<file path="config.mk">
export PLATFORM = sky130hd
export DESIGN_NAME = motor_feedback_angle_unwrap_core
export DESIGN_NICKNAME = d
export VERILOG_FILES = /design/src/sv/mfau_pkg.sv /design/src/sv/mfau_track.sv /design/src/sv/motor_feedback_angle_unwrap_core.sv
export VERILOG_INCLUDE_DIRS = /design/src /design/src/sv
export SDC_FILE = /design/constraint.sdc
export NUM_CORES = 2
export LEC_CHECK = 0
export BUFFER_PORTS_ARGS = -buffer_cell sky130_fd_sc_hd__buf_2
export CAP_MARGIN = 20
export CORE_MARGIN = 2
export CORE_UTILIZATION = 33
export DETAILED_ROUTE_END_ITERATION = 12
export HOLD_SLACK_MARGIN = 0.02
export MAX_ROUTING_LAYER = met4
export PLACE_DENSITY = 0.53
export SYNTH_ARGS = -nofsm -noshare
export SYNTH_HDL_FRONTEND = slang
export SYNTH_SLANG_ARGS = --single-unit
</file>
<file path="constraint.sdc">
create_clock -name clk -period 29.2 [get_ports clk]
set_clock_uncertainty 0.05 [all_clocks]
set_input_delay 8.76 -clock clk [delete_from_list [all_inputs] [get_ports clk]]
set_output_delay 8.76 -clock clk [all_outputs]
set_load 0.02 [all_outputs]
</file>
<file path="src/sv/motor_feedback_angle_unwrap_core_assert.svh">
// Assertion macros used by the angle unwrap core top level.
// Expects clk and arst_n in the scope of each use.
`ifndef MOTOR_FEEDBACK_ANGLE_UNWRAP_CORE_ASSERT_SVH
`define MOTOR_FEEDBACK_ANGLE_UNWRAP_CORE_ASSERT_SVH

// same-cycle implication
`define MFAU_ASSERT_NOW(lbl, ante, cons) \
	lbl: assert property (@(posedge clk) disable iff (!arst_n) (ante) |-> (cons)) \
		else $error("mfau assertion failed");

// next-cycle implication
`define MFAU_ASSERT_NEXT(lbl, ante, cons) \
	lbl: assert property (@(posedge clk) disable iff (!arst_n) (ante) |=> (cons)) \
		else $error("mfau assertion failed");

`endif

</file>
<file path="src/sv/mfau_pkg.sv">
// Package for the motor feedback angle unwrap core: widths, codes, record types.
// No dependencies.
package mfau_pkg;

	localparam int ROUND_BITS_DEF = 24;
	localparam int MOTORS         = 4;
	localparam int MIDX_W         = 2;
	localparam int ID_W           = 11;
	localparam int SCALE_W        = 20;
	localparam int CFG_INDEX_W    = 1;
	localparam int CFG_DATA_W     = 20;
	localparam int ANGLE_W        = 16;
	localparam int TURN_SHIFT     = 13;
	localparam int ROUND_OUT_W    = 24;
	localparam int TOTAL_W        = 38;
	localparam int DIST_W         = 46;
	localparam int S_TDATA_W      = 80;
	localparam int M_TDATA_W      = 216;

	localparam logic [ID_W-1:0]    BASE_ID_RST = 11'd513;
	localparam logic [SCALE_W-1:0] SCALE_RST   = 20'd10422;

	// half a mechanical turn in encoder counts, as a 17-bit signed step
	localparam logic signed [16:0] HALF_TURN     = 17'sd4096;
	localparam logic signed [16:0] NEG_HALF_TURN = -17'sd4096;

	typedef enum logic [CFG_INDEX_W-1:0] {
		REG_BASE_ID = 1'b0,
		REG_SCALE   = 1'b1
	} cfg_reg_t;

	typedef enum logic {
		OP_MEASURE = 1'b0,
		OP_CAPTURE = 1'b1
	} op_t;

	typedef struct packed {
		logic [ANGLE_W-1:0] prev_angle;
		logic [ANGLE_W-1:0] zero_angle;
	} angle_rec_t;

	typedef struct packed {
		logic              en;
		logic [MIDX_W-1:0] idx;
		angle_rec_t        rec;
	} angle_wr_t;

	// per-frame result fields that ride along the back pipeline
	typedef struct packed {
		logic                          matched;
		logic [MIDX_W-1:0]             motor_index;
		logic [ANGLE_W-1:0]            rotor_angle;
		logic [15:0]                   speed;
		logic [15:0]                   current_raw;
		logic [7:0]                    hall_byte;
		logic [ROUND_OUT_W-1:0]        round_count;
		logic [TOTAL_W-1:0]            abs_angle;
	} res_fields_t;

endpackage

</file>
<file path="src/sv/mfau_track.sv">
// Per-motor state store: angle memory (last/offset) with write bypass, turn counters.
// Depends on mfau_pkg.
module mfau_track #(
	parameter int ROUND_BITS = mfau_pkg::ROUND_BITS_DEF
) (
	input  logic                              clk,
	input  logic                              arst_n,
	input  logic                              rd_en,
	input  logic [mfau_pkg::MIDX_W-1:0]       rd_idx,
	output mfau_pkg::angle_rec_t              rd_data,
	input  mfau_pkg::angle_wr_t               wr,
	input  logic signed [ROUND_BITS-1:0]      turn_wr,
	output logic signed [ROUND_BITS-1:0]      turn [mfau_pkg::MOTORS]
);
	import mfau_pkg::*;

	angle_rec_t                   mem [MOTORS];
	logic [MOTORS-1:0]            vld_q;
	angle_rec_t                   rd_q;
	logic signed [ROUND_BITS-1:0] turn_q [MOTORS];

	// registered read; a write to the same entry on the same edge is passed through
	always_ff @(posedge clk) begin
		if (wr.en) begin
			mem[wr.idx] <= wr.rec;
		end
		if (rd_en) begin
			if (wr.en && (wr.idx == rd_idx)) begin
				rd_q <= wr.rec;
			end else if (vld_q[rd_idx]) begin
				rd_q <= mem[rd_idx];
			end else begin
				rd_q <= '0;
			end
		end
	end

	always_ff @(posedge clk or negedge arst_n) begin
		if (!arst_n) begin
			vld_q <= '0;
			for (int k = 0; k < MOTORS; k++) begin
				turn_q[k] <= '0;
			end
		end else if (wr.en) begin
			vld_q[wr.idx]  <= 1'b1;
			turn_q[wr.idx] <= turn_wr;
		end
	end

	assign rd_data = rd_q;
	assign turn    = turn_q;

endmodule

</file>
<file path="src/sv/motor_feedback_angle_unwrap_core.sv">
// Channel  | Dir | Fields (lsb first)
// s_*      | in  | tdata: std_id[10:0], payload[74:11]; tuser: operation
// m_*      | out | tdata: motor_index..distance_diagonal; tuser: matched
// cfg_*    | in  | write-only register port, index 0 base id, 1 distance scale
// One item per cycle while m_tready is high; items pass stages 1-3 to m_tvalid.
// The angle memory is read on accept and written back when the item leaves
// stage 1; a same-entry write on that edge is bypassed into the read data.
// Reset loads config defaults and clears valid bits and turn counters; no sweep.
// Back-pressure ripples through the four stages; each holds its item when full.
// Top level of the motor feedback angle unwrap core.
// Depends on mfau_pkg, mfau_track and motor_feedback_angle_unwrap_core_assert.svh.
`include "motor_feedback_angle_unwrap_core_assert.svh"

module motor_feedback_angle_unwrap_core #(
	parameter int ROUND_BITS = mfau_pkg::ROUND_BITS_DEF
) (
	input  logic                                clk,
	input  logic                                arst_n,
	input  logic                                cfg_we,
	input  logic [mfau_pkg::CFG_INDEX_W-1:0]    cfg_index,
	input  logic [mfau_pkg::CFG_DATA_W-1:0]     cfg_data,
	input  logic                                s_tvalid,
	output logic                                s_tready,
	input  logic [mfau_pkg::S_TDATA_W-1:0]      s_tdata,  // std_id, payload, zero pad
	input  logic                                s_tuser,  // operation
	output logic                                m_tvalid,
	input  logic                                m_tready,
	// motor_index, rotor_angle, speed, current_raw, hall_byte, round_count,
	// multi-turn angle, distance_forward, distance_diagonal, zero pad
	output logic [mfau_pkg::M_TDATA_W-1:0]      m_tdata,
	output logic                                m_tuser   // matched
);
	import mfau_pkg::*;

	localparam int RB  = ROUND_BITS;
	localparam int TW  = RB + TURN_SHIFT + 2;
	localparam int TXW = (TW > TOTAL_W) ? TW : TOTAL_W;
	localparam int RXW = (RB > ROUND_OUT_W) ? RB : ROUND_OUT_W;
	localparam int SW  = RB + 2;
	localparam int PW  = SW + SCALE_W + 1;
	localparam int DXW = (PW > DIST_W) ? PW : DIST_W;
	localparam logic signed [RB-1:0] TURN_MAX = {1'b0, {(RB-1){1'b1}}};
	localparam logic signed [RB-1:0] TURN_MIN = {1'b1, {(RB-1){1'b0}}};
	localparam logic signed [RB-1:0] TURN_ONE = RB'(1);

	// configuration
	logic [ID_W-1:0]    base_q;
	logic [SCALE_W-1:0] scale_q;

	always_ff @(posedge clk or negedge arst_n) begin
		if (!arst_n) begin
			base_q  <= BASE_ID_RST;
			scale_q <= SCALE_RST;
		end else if (cfg_we) begin
			unique case (cfg_reg_t'(cfg_index))
				REG_BASE_ID: base_q  <= cfg_data[ID_W-1:0];
				REG_SCALE:   scale_q <= cfg_data[SCALE_W-1:0];
			endcase
		end
	end

	// pipeline control
	logic v1_q, v2_q, v3_q, vo_q;
	logic ld1, ld2, ld3, ld_o;
	logic accept;

	assign ld_o     = !vo_q || m_tready;
	assign ld3      = !v3_q || ld_o;
	assign ld2      = !v2_q || ld3;
	assign ld1      = !v1_q || ld2;
	assign s_tready = ld1;
	assign accept   = s_tvalid && ld1;

	always_ff @(posedge clk or negedge arst_n) begin
		if (!arst_n) begin
			v1_q <= 1'b0;
			v2_q <= 1'b0;
			v3_q <= 1'b0;
			vo_q <= 1'b0;
		end else begin
			if (ld1)  v1_q <= s_tvalid;
			if (ld2)  v2_q <= v1_q;
			if (ld3)  v3_q <= v2_q;
			if (ld_o) vo_q <= v3_q;
		end
	end

	// stage 0: id match, issue memory read
	logic [ID_W:0]   id_diff;
	logic            in_match;

	assign id_diff  = {1'b0, s_tdata[ID_W-1:0]} - {1'b0, base_q};
	assign in_match = (id_diff[ID_W:MIDX_W] == '0);

	logic              op_s1;
	logic              match_s1;
	logic [MIDX_W-1:0] idx_s1;
	logic [55:0]       pl_s1;   // payload bytes 1..7

	always_ff @(posedge clk) begin
		if (accept) begin
			op_s1    <= s_tuser;
			match_s1 <= in_match;
			idx_s1   <= id_diff[MIDX_W-1:0];
			pl_s1    <= s_tdata[ID_W+63:ID_W+8];
		end
	end

	// stage 1: read-modify-write of the motor's state
	angle_rec_t                trk_rd;
	angle_wr_t                 trk_wr;
	logic signed [RB-1:0]      turn_arr [MOTORS];
	logic signed [RB-1:0]      turn_old, turn_new;
	logic [ANGLE_W-1:0]        ang, zero_new;
	logic signed [16:0]        step;
	logic signed [TW-1:0]      total_w;
	logic signed [TXW-1:0]     total_x;
	logic signed [RXW-1:0]     round_x;
	res_fields_t               res_s1;

	mfau_track #(
		.ROUND_BITS(RB)
	) u_track (
		.clk     (clk),
		.arst_n  (arst_n),
		.rd_en   (accept && in_match),
		.rd_idx  (id_diff[MIDX_W-1:0]),
		.rd_data (trk_rd),
		.wr      (trk_wr),
		.turn_wr (turn_new),
		.turn    (turn_arr)
	);

	assign ang      = pl_s1[55:40];
	assign turn_old = turn_arr[idx_s1];
	assign step     = $signed({1'b0, ang}) - $signed({1'b0, trk_rd.prev_angle});

	always_comb begin
		turn_new = turn_old;
		zero_new = trk_rd.zero_angle;
		if (op_t'(op_s1) == OP_CAPTURE) begin
			zero_new = ang;
		end else if ((step > HALF_TURN) && (turn_old != TURN_MIN)) begin
			turn_new = turn_old - TURN_ONE;
		end else if ((step < NEG_HALF_TURN) && (turn_old != TURN_MAX)) begin
			turn_new = turn_old + TURN_ONE;
		end
	end

	assign trk_wr.en             = v1_q && match_s1 && ld2;
	assign trk_wr.idx            = idx_s1;
	assign trk_wr.rec.prev_angle = ang;
	assign trk_wr.rec.zero_angle = zero_new;

	assign total_w = (TW'(turn_new) <<< TURN_SHIFT) + TW'($signed({1'b0, ang}))
		- TW'($signed({1'b0, zero_new}));
	assign total_x = TXW'(total_w);
	assign round_x = RXW'(turn_new);

	always_comb begin
		res_s1 = '0;
		if (match_s1) begin
			res_s1.matched     = 1'b1;
			res_s1.motor_index = idx_s1;
			res_s1.rotor_angle = ang;
			res_s1.speed       = pl_s1[39:24];
			res_s1.current_raw = pl_s1[23:8];
			res_s1.hall_byte   = pl_s1[7:0];
			res_s1.round_count = round_x[ROUND_OUT_W-1:0];
			res_s1.abs_angle   = total_x[TOTAL_W-1:0];
		end
	end

	// stage 2: odometry sums from the updated turn counters
	res_fields_t res_s2, res_s3;
	logic signed [SW-1:0] fwd_c, dia_c, fwd_s3, dia_s3;

	always_ff @(posedge clk) begin
		if (ld2 && v1_q) begin
			res_s2 <= res_s1;
		end
	end

	assign fwd_c = SW'(turn_arr[0]) - SW'(turn_arr[1]) - SW'(turn_arr[2]) + SW'(turn_arr[3]);
	assign dia_c = SW'(turn_arr[2]) + SW'(turn_arr[3]) - SW'(turn_arr[0]) - SW'(turn_arr[1]);

	always_ff @(posedge clk) begin
		if (ld3 && v2_q) begin
			res_s3 <= res_s2;
			fwd_s3 <= fwd_c;
			dia_s3 <= dia_c;
		end
	end

	// stage 3: scale multiply into the output register
	logic signed [PW-1:0]  fwd_p, dia_p;
	logic signed [DXW-1:0] fwd_x, dia_x;
	logic signed [PW-1:0]  scale_s;
	res_fields_t           res_o_q;
	logic [DIST_W-1:0]     fwd_o_q, dia_o_q;

	assign scale_s = PW'($signed({1'b0, scale_q}));
	assign fwd_p   = PW'(fwd_s3) * scale_s;
	assign dia_p   = PW'(dia_s3) * scale_s;
	assign fwd_x   = DXW'(fwd_p);
	assign dia_x   = DXW'(dia_p);

	always_ff @(posedge clk) begin
		if (ld_o && v3_q) begin
			res_o_q <= res_s3;
			fwd_o_q <= fwd_x[DIST_W-1:0];
			dia_o_q <= dia_x[DIST_W-1:0];
		end
	end

	assign m_tvalid = vo_q;
	assign m_tuser  = res_o_q.matched;
	assign m_tdata  = {4'b0, dia_o_q, fwd_o_q, res_o_q.abs_angle, res_o_q.round_count,
		res_o_q.hall_byte, res_o_q.current_raw, res_o_q.speed, res_o_q.rotor_angle,
		res_o_q.motor_index};

	// unmatched frames carry nothing but the distances
	`MFAU_ASSERT_NOW(a_unmatched_zero, m_tvalid && !m_tuser, m_tdata[119:0] == '0)
	`MFAU_ASSERT_NOW(a_capture_keeps_turn, trk_wr.en && (op_t'(op_s1) == OP_CAPTURE),
		turn_new == turn_old)
	`MFAU_ASSERT_NEXT(a_s1_holds, v1_q && !ld2, v1_q && $stable(idx_s1) && $stable(pl_s1))
	`MFAU_ASSERT_NOW(a_full_blocks, v1_q && v2_q && v3_q && vo_q && !m_tready, !s_tready)

endmodule
</file>
### Yosys cells after proc, flatten, opt, wreduce, memory -nomap -nowiden

Memory sizes are Yosys's and may differ from the RTL's.
Index checks and enable logic that the tools add are counted.

* logic and storage cells: 115
* memories: 1
* register bits: 734
* output and inout bits: 219
* bits of input ports: 107
* RAM bits: 128

* order comparisons: 7
* bitwise logic cells: 3
* multipliers: 2
* equal/unequal tests: 3
* add/sub/neg operators: 12
* muxes and demuxes: 19
* reduce and logical (&&, ||, !) cells: 23

Memories
* u_track.mem: words 4, bits a word 32, rd ports 1, clocked after memory_dff 0, write ports 1, line mfau_track.sv:17 `angle_rec_t mem [MOTORS];`

Operator list (number)
* $mux 24: 6
* $mux 121: 1
* $bwmux 96: 1
* $mul 26x21->46: 2
* $mux 32: 2
* $sub 25x24->26: 2
* $bmux 24 s2: 1
* $demux 24 s2: 1
* $ne 24x24->1 const B: 2
* $add 37x17->38: 1
* $sub 38x17->38: 1
* $add 26x24->26: 1
* $sub 26x24->26: 1
* $add 24x24->25: 1
* $sub 24x24->25: 1
* $add 24x2->24 const B: 1
* $sub 24x2->24 const B: 1
* $gt 17x14->1 const B: 1
* $lt 17x13->1 const B: 1
* $sub 16x16->17: 1
* $mux 16: 1
* $logic_and 1x1->1: 12
* $sub 11x11->12: 1
* $logic_not 10->1: 1
* other kinds (14): 25

### Depth between registers and ports, before layout

* depth in word-level cells: 12
* gate-level depth with buffers: 28
* mapped depth without buffers: 26

### Cells and area by module

A second synthesis with hierarchy kept.

* cells, all modules: 6535
* area total of the unflattened synthesis: 76271.9 sq um

By module, submodules not included
* motor_feedback_angle_unwrap_core: seq. area each 17913.4 sq um, times used 1, cells an instance 6072, area each 66491.3 sq um
* mfau_track: seq. area each 7307.0 sq um, times used 1, cells an instance 463, area each 9780.6 sq um

### Least setup slack after synthesis

Ideal clock, no wire load.

* path type: in2reg
* from: in m_tready
* to: reg dia_o_q[0] (enable)
* path buffers: 0
* arrival time: 18233 ps
* cell stages on the path: 2
* slack: 10102 ps
* data required time: 28335 ps
* path through: nor2b_1 nor2b_1

* word-level cells in the longest chain between the ends: 2

Ends and longest elaborated chain
* start: declaration: line motor_feedback_angle_unwrap_core.sv:27 `input logic m_tready,`
* $logic_or 1x1->1: line motor_feedback_angle_unwrap_core.sv:67 `assign ld_o = !vo_q || m_tready;`
* $logic_and 1x1->1: line motor_feedback_angle_unwrap_core.sv:209 `if (ld_o && v3_q) begin`
* end signal: assignment: line motor_feedback_angle_unwrap_core.sv:212 `dia_o_q <= dia_x[DIST_W-1:0];`
* end: declaration: line motor_feedback_angle_unwrap_core.sv:200 `logic [DIST_W-1:0] fwd_o_q, dia_o_q;`

Every way passes these cells.
A chain may end at the register's enable or synchronous reset.

### Final worst setup path

* from: in m_tready
* to: out s_tready

* word-level cells in the longest chain between the ends: 4

Ends and longest elaborated chain
* $logic_or 1x1->1: line motor_feedback_angle_unwrap_core.sv:67
* $logic_or 1x1->1: line motor_feedback_angle_unwrap_core.sv:68 `assign ld3 = !v3_q || ld_o;`
* $logic_or 1x1->1: line motor_feedback_angle_unwrap_core.sv:69 `assign ld2 = !v2_q || ld3;`
* $logic_or 1x1->1: line motor_feedback_angle_unwrap_core.sv:70 `assign ld1 = !v1_q || ld2;`
* end: declaration: line motor_feedback_angle_unwrap_core.sv:23 `output logic s_tready,`

Every way passes these cells.

==> impl_metrics.tcl <==
set metrics [dict create \
    status "completed" \
    ys_top_cells_by_area "fa_1 30%, edfxtp_1 29%, ha_1 6.1%, inv_1 6.1%, and2_1 6.0%" \
    syn_to_final_growth_pct 11.17 \
    cpPeakStageDelay_ps 330 \
    syn_inst 6647 \
    cts_buffer_depth 3 \
    syn_area_per_cell_um2 11.39 \
    layout_common_cells "1,226 x inv_1, 1,145 x fa_1, 728 x and2_1" \
    cts_tree "done" \
    cts_setup_buffers 0 \
    slew_headroom 0.2658 \
    critPathRequiredTime_ps 20390 \
    numClockSinks 862 \
    clock_latency_ps 780 \
    ff2ff_setup_slack_ps 20610 \
    crit_buf_inv 2 \
    routabilityCongestion 0.8542 \
    critPathLaunch "m_tready" \
    drive_above_1_share 0.1057 \
    rows 175 \
    synth_top_area_frac 0.3031 \
    vias 47704 \
    start_util 0.3324 \
    layout_commonest_cell "inv_1" \
    cts-resized-gates 0 \
    fin_tns_setup_ps 0 \
    synth_top_area_cell "fa_1" \
    nets 8492 \
    path_cells "buf_2, nor2b_1, nand4_1, buf_2" \
    critPathTopFamily "simple AND/OR/NAND/NOR gates" \
    worstReg2RegStart "scale_q[5]$_DFFE_PN1P_" \
    placed_cells 9774 \
    crit_fanout 5 \
    drtIter0Drc 2753 \
    synth-seq-area-share 0.3332 \
    coreArea_um2 227700 \
    grt_pass1_wl_um 304500 \
    dp_hpwl_um 140000 \
    drc_errors 0 \
    worstPathArrival_ps 9590 \
    ios 326 \
    instances_no_fill 9964 \
    period_minus_slack_ps 18400 \
    fillCellCount 22505 \
    track_usage 0.1763 \
    synth_edf_count 727 \
    ys_ff_latch 862 \
    worst-slew-pin-transition_ps 1101 \
    yosysWarnings 0 \
    max_freq_mhz 54.36 \
    worstHoldPathType "reg2reg" \
    via_per_inst 4.788 \
    crit_path_top_delay_cell "nor2b_1" \
    async_reset_ff_frac 0.1566 \
    grt_max_degree 147 \
    maxCapViolCount 0 \
    numPortBuffers 308 \
    slew_viol_final 0 \
    drt-pass1-iter-count 6 \
    syn_area_um2 75690 \
    period_share 0.6300 \
    end_kind "output port" \
    crit_path_start_kind "input port" \
    yosys_most_used_dff "edfxtp_1" \
    cts_max_level 3 \
    grt_pass1_vias 51429 \
    clk_root_buffer_cell "clkbuf_16" \
    fp.dieH_um 482.9 \
    setup_viol_count_final 0 \
    clk_pin_slew_ps 60 \
    holdBufCountCts 0 \
    hold_viol 0 \
    numCtsBuffers 99 \
    grt_setup_unrepaired "false" \
    crit_path_frequent_cell "buf_2" \
    overflow 0 \
    ant_nets 0 \
    wl_um 195100 \
    die_area_um2 233200 \
    antenna_found_initial 9 \
    hold_start "res_s3[54]$_DFFE_PP_" \
    wl_per_cell_um 19.58 \
    ys_types 86 \
    critPathKind "in2out" \
    die_w_um 482.9 \
]
==> logic make-up after synthesis <==
family / after synthesis / synth area share
adders and majority gates: 1517 / 0.3645
xor gates and xnor gates: 202 / 0.02387
buffers and inverters: 1524 / 0.07614
DFF: 862 / 0.3332
muxes: 130 / 0.02749
AOI/OAI and AO/OA: 637 / 0.05351
and+or+nand+nor: 1774 / 0.1213
other: 1 / 0.00004955
==> metal layers <==
| layer | global-route usage | vias up | wire, um | part of all wire |
|---|---|---|---|---|
| li1 | - | 21545 | - | - |
| met1 | 0.2265 | 24724 | 84220 | 0.43 |
| met2 | 0.2824 | 1186 | 92690 | 0.48 |
| met3 | 0.03645 | 249 | 12680 | 0.065 |
| met4 | 0.04847 | 0 | 5506 | 0.028 |
| met5 | - | - | 0 | 0 |
==> path summary, 6_finish.rpt <==
kind,end,depth (start not counted)
worst max-delay path,s_tready,4
worst min-delay path,m_tdata[74]$_DFFE_PP_,0
worst max register to register,fwd_o_q[45]$_DFFE_PP_,25
worst min register to register,m_tdata[74]$_DFFE_PP_,0
max in group asynchronous,scale_q[14]$_DFFE_PN0P_,2
min in group asynchronous,v3_q$_DFFE_PN0P_,1
==> state kept, by name, summed over array words and instances, names as in the netlist, 11 cells and up <==
signal / cells
dia_o_q: 46
m_tdata: 120
u_track.rd_data: 32
scale_q: 20
dia_s3: 26
u_track.turn: 96
pl_s1: 56
base_q: 11
fwd_o_q: 46
res_s2: 121
res_s3: 121
fwd_s3: 26
u_track.mem: 128
==> metrics by stage <==
step	utilization	worst slack, ps	cell area, um2	hold WS [ps]
after floorplan	-	10100	75700	350.3
after global routing	0.3695	10700	84140	357.1
final	0.3695	10800	84140	350.2
after global placement	0.3543	10820	80670	350.4
after CTS	0.3693	10800	84100	333.5
after detailed placement	0.3543	10800	80680	354.5
==> final cells by class <==
type | count | area (um2) | share of cell area
tap | 3009 | 3765 | 0.04475
clock inverter | 55 | 740.7 | 0.008803
sequential | 862 | 25220 | 0.2998
inverter | 1231 | 4621 | 0.05492
timing repair buffer | 410 | 2346 | 0.02788
multi-input combinational | 4264 | 44760 | 0.5320
clock buffer | 130 | 2675 | 0.03179
antenna | 3 | 7.507 | 0.00008922
==> cells in the mapped netlist, types with 6 or more instances <==
cell	count
inv_1	1226
fa_1	1146
and2_1	731
edfxtp_1	727
nand2_1	581
ha_1	371
clkbuf_1	273
a21oi_1	175
nor2_1	161
o21ai_0	150
xnor2_1	137
dfrtp_1	126
a21o_1	72
nand3_1	72
xor2_1	60
mux4_2	57
mux2_2	53
nor3_1	51
nand2b_1	36
o21a_1	31
nor2b_1	29
o21bai_1	28
o211ai_1	25
o21ai_1	24
nand4_1	23
a211oi_1	20
mux2i_1	20
or3_1	18
a31oi_1	17
and3_1	15
nor4_1	13
or2_2	12
dfstp_2	9
and4_1	8
buf_1	8
a31o_2	7
a211o_1	6
a311oi_1	6
buf_4	6
o31ai_1	6
Power is not shown: default switching activity piles up to over one toggle a cycle in this logic, so the estimate is an artifact.
